**src/sv/crm_pkg.sv**
```systemverilog
// Package for the clamped range map: widths, easing codes, register indexes.
// No dependencies.
package crm_pkg;
  localparam int unsigned DataWidth = 32;
  localparam int unsigned FracBits  = 16;
  localparam int unsigned CfgIdxW   = 2;

  typedef enum logic [1:0] {
    EaseLinear = 2'd0,
    EaseIn     = 2'd1,
    EaseOut    = 2'd2,
    EaseInOut  = 2'd3
  } ease_e;

  typedef enum logic [CfgIdxW-1:0] {
    RegInStart  = 2'd0,
    RegInEnd    = 2'd1,
    RegOutStart = 2'd2,
    RegOutEnd   = 2'd3
  } cfg_idx_e;
endpackage

```
**src/sv/crm_div_cell.sv**
```systemverilog
// One restoring-division cell: produces one quotient bit per pipeline stage.
// Depends on crm_pkg.
module crm_div_cell #(
  parameter int unsigned DW = crm_pkg::DataWidth,
  parameter int unsigned FW = crm_pkg::FracBits
) (
  input  logic          clk_i,
  input  logic          rst_ni,
  input  logic          valid_i,
  input  logic          en_i,
  input  logic [DW:0]   rem_i,
  input  logic [DW:0]   den_i,
  input  logic [FW:0]   quo_i,
  input  logic [1:0]    mode_i,
  input  logic          empty_i,
  input  logic          sat_i,
  output logic          valid_o,
  output logic [DW:0]   rem_o,
  output logic [DW:0]   den_o,
  output logic [FW:0]   quo_o,
  output logic [1:0]    mode_o,
  output logic          empty_o,
  output logic          sat_o
);
  import crm_pkg::*;

  logic [DW+1:0] sh;
  logic          ge;
  logic          valid_q;
  logic [DW:0]   rem_q, den_q;
  logic [FW:0]   quo_q;
  logic [1:0]    mode_q;
  logic          empty_q, sat_q;

  // shift-compare-subtract step
  assign sh = {rem_i, 1'b0};
  assign ge = (sh >= {1'b0, den_i});

  always_ff @(posedge clk_i or negedge rst_ni) begin
    if (!rst_ni) begin
      valid_q <= 1'b0;
    end else if (en_i) begin
      valid_q <= valid_i;
    end
  end

  always_ff @(posedge clk_i) begin
    if (en_i) begin
      rem_q   <= ge ? (DW+1)'(sh - {1'b0, den_i}) : sh[DW:0];
      den_q   <= den_i;
      quo_q   <= {quo_i[FW-1:0], ge};
      mode_q  <= mode_i;
      empty_q <= empty_i;
      sat_q   <= sat_i;
    end
  end

  assign valid_o = valid_q;
  assign rem_o   = rem_q;
  assign den_o   = den_q;
  assign quo_o   = quo_q;
  assign mode_o  = mode_q;
  assign empty_o = empty_q;
  assign sat_o   = sat_q;
endmodule

```
**config.mk**
```make
export PLATFORM = sky130hd
export DESIGN_NAME = crm_div_cell
export DESIGN_NICKNAME = d
export VERILOG_FILES = /design/src/sv/crm_pkg.sv /design/src/sv/crm_div_cell.sv
export SDC_FILE = /design/constraint.sdc
export NUM_CORES = 1
export LEC_CHECK = 0
export ABC_AREA = 0
export BUFFER_PORTS_ARGS = -buffer_cell sky130_fd_sc_hd__buf_2
export CAP_MARGIN = 20
export CORE_UTILIZATION = 30
export DETAILED_ROUTE_END_ITERATION = 8
export SLEW_MARGIN = 20
export SYNTH_ARGS = -nofsm -noshare
export SYNTH_HDL_FRONTEND = slang
export SYNTH_SLANG_ARGS = --single-unit
```
**constraint.sdc**
```tcl
create_clock -name clk_i -period 1.6 [get_ports clk_i]
set_input_delay 0.08 -clock clk_i [delete_from_list [all_inputs] [get_ports clk_i]]
set_output_delay 0.08 -clock clk_i [all_outputs]
set_load 0.02 [all_outputs]
```
==> metrics.log <==
[metrics] worst hold path type: in -> reg
[metrics] DPL Wire Length: 11.3 mm
[metrics] Synth cell types: 53
[metrics] Data arrival, critical path: about 2.2 ns
[metrics] cell area after synthesis: around 5300 sq um
[metrics] via count of the first global-routing pass: 5,031
[metrics] worst max-slew margin expressed relative to the limit: 70.2%
[metrics] # H-tree levels: 3
[metrics] aggregate global routing overflow: 0
[metrics] I/O Buffers: 177
[metrics] wire length of the first global-routing pass: around 24 mm
[metrics] timing-limited maximum frequency: 0.488 GHz
[metrics] routed length on met1: 7.21 mm
[metrics] number of flops mapped to enable cells by yosys: 87
[metrics] number of nets with antenna violations after detailed routing: 0
[metrics] clk sinks: 88
[metrics] cell count after placement: 961
[metrics] Final WS setup: -0.450 ns
[metrics] register bit total from synthesis: 88
[metrics] clock root buffer: clkbuf_16
[metrics] width of the chip: 135 microns
[metrics] Reg-to-Reg Start: valid_o$_DFFE_PN0P_
[metrics] insertion delay to the later sink of the worst-skew pair: about 0.35 ns
[metrics] shortest period the worst path allows: 2.05 ns
[metrics] placed cell areas: 7280 sq um
[metrics] number of detailed-routing iterations run before antenna repair: 4
[metrics] top flip-flop cell by instance count after synthesis: edfxtp_1
[metrics] Max rail drop VDD: approximately 0.49 mV
[metrics] floorplan die area: ~18,000 sq um
[metrics] fin crit share: 128%
[metrics] post-CTS clock slew at the launch and capture registers of the worst setup and hold paths: 0.06 ns
[metrics] final count of pins violating max slew: 0
[metrics] start point of the critical path: den_i[1]
[metrics] clock buffer count from CTS: 9
[metrics] count of pins on the block boundary: between 150 and 200
[metrics] worst-case reg-to-reg path depth: 1
[metrics] number of standard cells in the final layout excluding fillers: approximately 1.1k
[metrics] std cell rows: 48
[metrics] largest net degree at the start of global routing: 50
[metrics] area added between synthesis and finish: 72.5%
[metrics] Max Clock Skew: 0 ns
[metrics] remaining routing DRC violations: 0
[metrics] highest signal layer in the routed design: met4
[metrics] Synth top area share: 49.6%
[metrics] Worst Setup End Kind: flop
[metrics] capture point of the worst reg-to-reg path: valid_o$_DFFE_PN0P_
[metrics] number of antenna diodes: 0
[metrics] average routed wire per standard cell: about 15 microns
[metrics] unrepaired setup endpoints after global routing: yes
[metrics] violated checks: setup timing
[metrics] top area cells in the synthesized netlist: edfxtp_1 50%, ha_1 7.8%, mux2_4 5.4%
[metrics] die boundary height: 135 microns
[metrics] Power Dens Cells: 901 nW/um^2
[metrics] result of the run: finished, violations left
[metrics] average cell area after synthesis: approximately 11 sq um
[metrics] HP Start: den_i[11]
[metrics] post-layout instance area: a little over 9000 sq um
[metrics] violation count after the first detailed-routing iteration: 197
[metrics] cell count after synthesis: 459
[metrics] effective utilization at floorplan: slightly above 30%
[metrics] transition at the pin with the smallest max-transition slack: 0.443 ns
[metrics] Final Setup Violations: 34
[metrics] critical path required time: around 1.7 ns
[metrics] static leakage: 0.00399 uW
[metrics] sequential element share of the synthesized area: 50.1%
[metrics] sum of met3 wire segment lengths after detailed routing: 660 microns
[metrics] TritonCTS clock tree: built
[metrics] number of failing hold endpoints at the final stage: 0
[metrics] fraction of layout instances using a drive strength above 1: around 54%
[metrics] total routed wirelength: around 16 mm
[metrics] hold path endpoint: den_o[11]$_DFFE_PP_
[metrics] CP max FO: 6
[metrics] total met2 wirelength after detailed routing: 7.42 mm
[metrics] number of cells traversed by the worst hold path: 2
[metrics] Core Box Area: 17,200 sq um
[metrics] clk buf depth: 2
[metrics] Maximum Capacitance Violations: 0
[metrics] RD Place Congestion: a little over 0.8
[metrics] aggregate global-route resource usage: approximately 17%
[metrics] Critical Path Source Type: input pin
[metrics] dominant cell type by area after synthesis: edfxtp_1
[metrics] warning count from the yosys run: 0
[metrics] Net count, final: 948
[metrics] Async SR Flop Fraction: between 1 and 1.5%
[metrics] net count after synthesis: between 500 and 600
[metrics] Reg2Reg Setup Slack: 0.86 ns
[metrics] Vias: approximately 5k
[metrics] routed via count divided by cell count: 4.65
[metrics] classification of the worst setup path: in -> reg
[metrics] number of antenna violations at the first check in global routing: 0
## cells by family (layout without fill, tap and decap cells)
group           count (synthesis)  after routing  share of synthesized area [%]
fa+ha+maj                      34             34                           8.22
flops                          88             88                           50.1
mux                            28             28                           7.27
compound gates                118            118                           15.3
xor+xnor                       24             24                           3.99
simple gates                  110            110                           10.1
buf+inv                        57            426                           5.13
## final cells by class
cell class,count,area (sq um)
clock buffer,11,243
clock inverter,5,104
fill,1523,8150
inverter,43,188
multi-input combinational,314,3040
sequential,88,2640
tap,225,282
timing repair buffer,364,2550
timing repair inverter,3,48.8
## where the power goes
part / switching [uW] / internal [uW]
sequential: 61.1 / 2850
clock: 879 / 1570
combinational: 1420 / 1410
## flip-flops by register name, summed over array words and instances (netlist names)
register  count
den_o        33
rem_o        33
quo_o        17
mode_o        2
empty_o       1
sat_o         1
valid_o       1
## metrics by stage
step | power (uW) | hold slack, ns | TNS (ns) | utilization, % | worst slack (ns)
final | 8190 | 0.0142 | -13.83 | 52.7 | -0.450
after global routing | 8570 | 0.00994 | -15.24 | 52.7 | -0.492
after CTS | 8120 | 0.00102 | -13.45 | 50.5 | -0.434
after detailed placement | 5230 | -0.145 | -29.61 | 42.2 | -0.958
after global placement | 5210 | -0.146 | -30.02 | 42.2 | -0.947
after floorplan | 4300 | -0.216 | -22.80 | - | -0.797
## per-layer routing
layer	up-vias	GRT usage, %
met5	-	0
met3	22	2.93
met4	0	7.55
met2	129	28.4
met1	2311	22.6
li1	2434	-
## worst max path at each step
| stage | end | slack (ns) | depth (start not counted) |
|---|---|---|---|
| final | rem_o[23]$_DFFE_PP_ | -0.45 | 11 |
| after global routing | rem_o[25]$_DFFE_PP_ | -0.49 | 12 |
| after CTS | rem_o[16]$_DFFE_PP_ | -0.43 | 12 |
| after detailed placement | rem_o[4]$_DFFE_PP_ | -0.96 | 11 |
| after global placement | rem_o[6]$_DFFE_PP_ | -0.95 | 11 |
| after floorplan | rem_o[10]$_DFFE_PP_ | -0.80 | 12 |
## timing repair
action / CTS / global route
endpoints found under the hold margin: 54 / 0
buffers inserted: 12 / 8
cloned: 3 / 0
pin swaps: 36 / 33
resized for setup: 94 / 59
hold buffers: 54 / 0
endpoints found under the setup margin: 34 / 34
## critical path, cell delays in order
cell and delay (ns):
buf_8 0.11, fa_2 0.40, nand2b_4 0.16, a21oi_4 0.13, o211a_1 0.19, nor2_2 0.05
o211a_1 0.24, o21a_4 0.24, buf_12 0.15, inv_12 0.09, mux2_4 0.29
## cell usage in the layout (no fill, tap or decap), types with 4 or more instances in the layout
cell,n
buf_12,4
a21oi_2,9
buf_6,8
a21o_1,11
ha_4,22
a31oi_1,5
inv_4,4
buf_4,128
nand3_1,5
o21ai_0,13
clkbuf_16,9
nor2_1,23
inv_1,28
mux2_4,24
nand4_1,10
buf_2,167
ha_1,9
o211ai_1,12
nor3_2,5
nor2_2,4
dlygate4sd3_1,54
inv_2,10
nand2_1,27
xor2_1,9
o21a_1,8
o31ai_4,4
xnor2_1,15
a21oi_1,19
edfxtp_1,87
o21ai_1,4
nand2b_1,7
o21bai_1,4
## cells in the mapped netlist (5+ instances only)
library cell / count
edfxtp_1: 87
inv_1: 42
ha_1: 33
a21oi_1: 30
nand2_1: 30
nor2_1: 27
mux2_4: 19
o21ai_0: 17
xnor2_1: 15
o211ai_1: 12
a21o_1: 11
nand4_1: 10
buf_2: 9
nand2b_1: 9
nor3_1: 9
o21a_1: 9
xor2_1: 9
o31ai_1: 8
nand3_1: 7
a31oi_1: 6
mux2_2: 6
o21bai_1: 5
(Power assumes the default switching activity.)
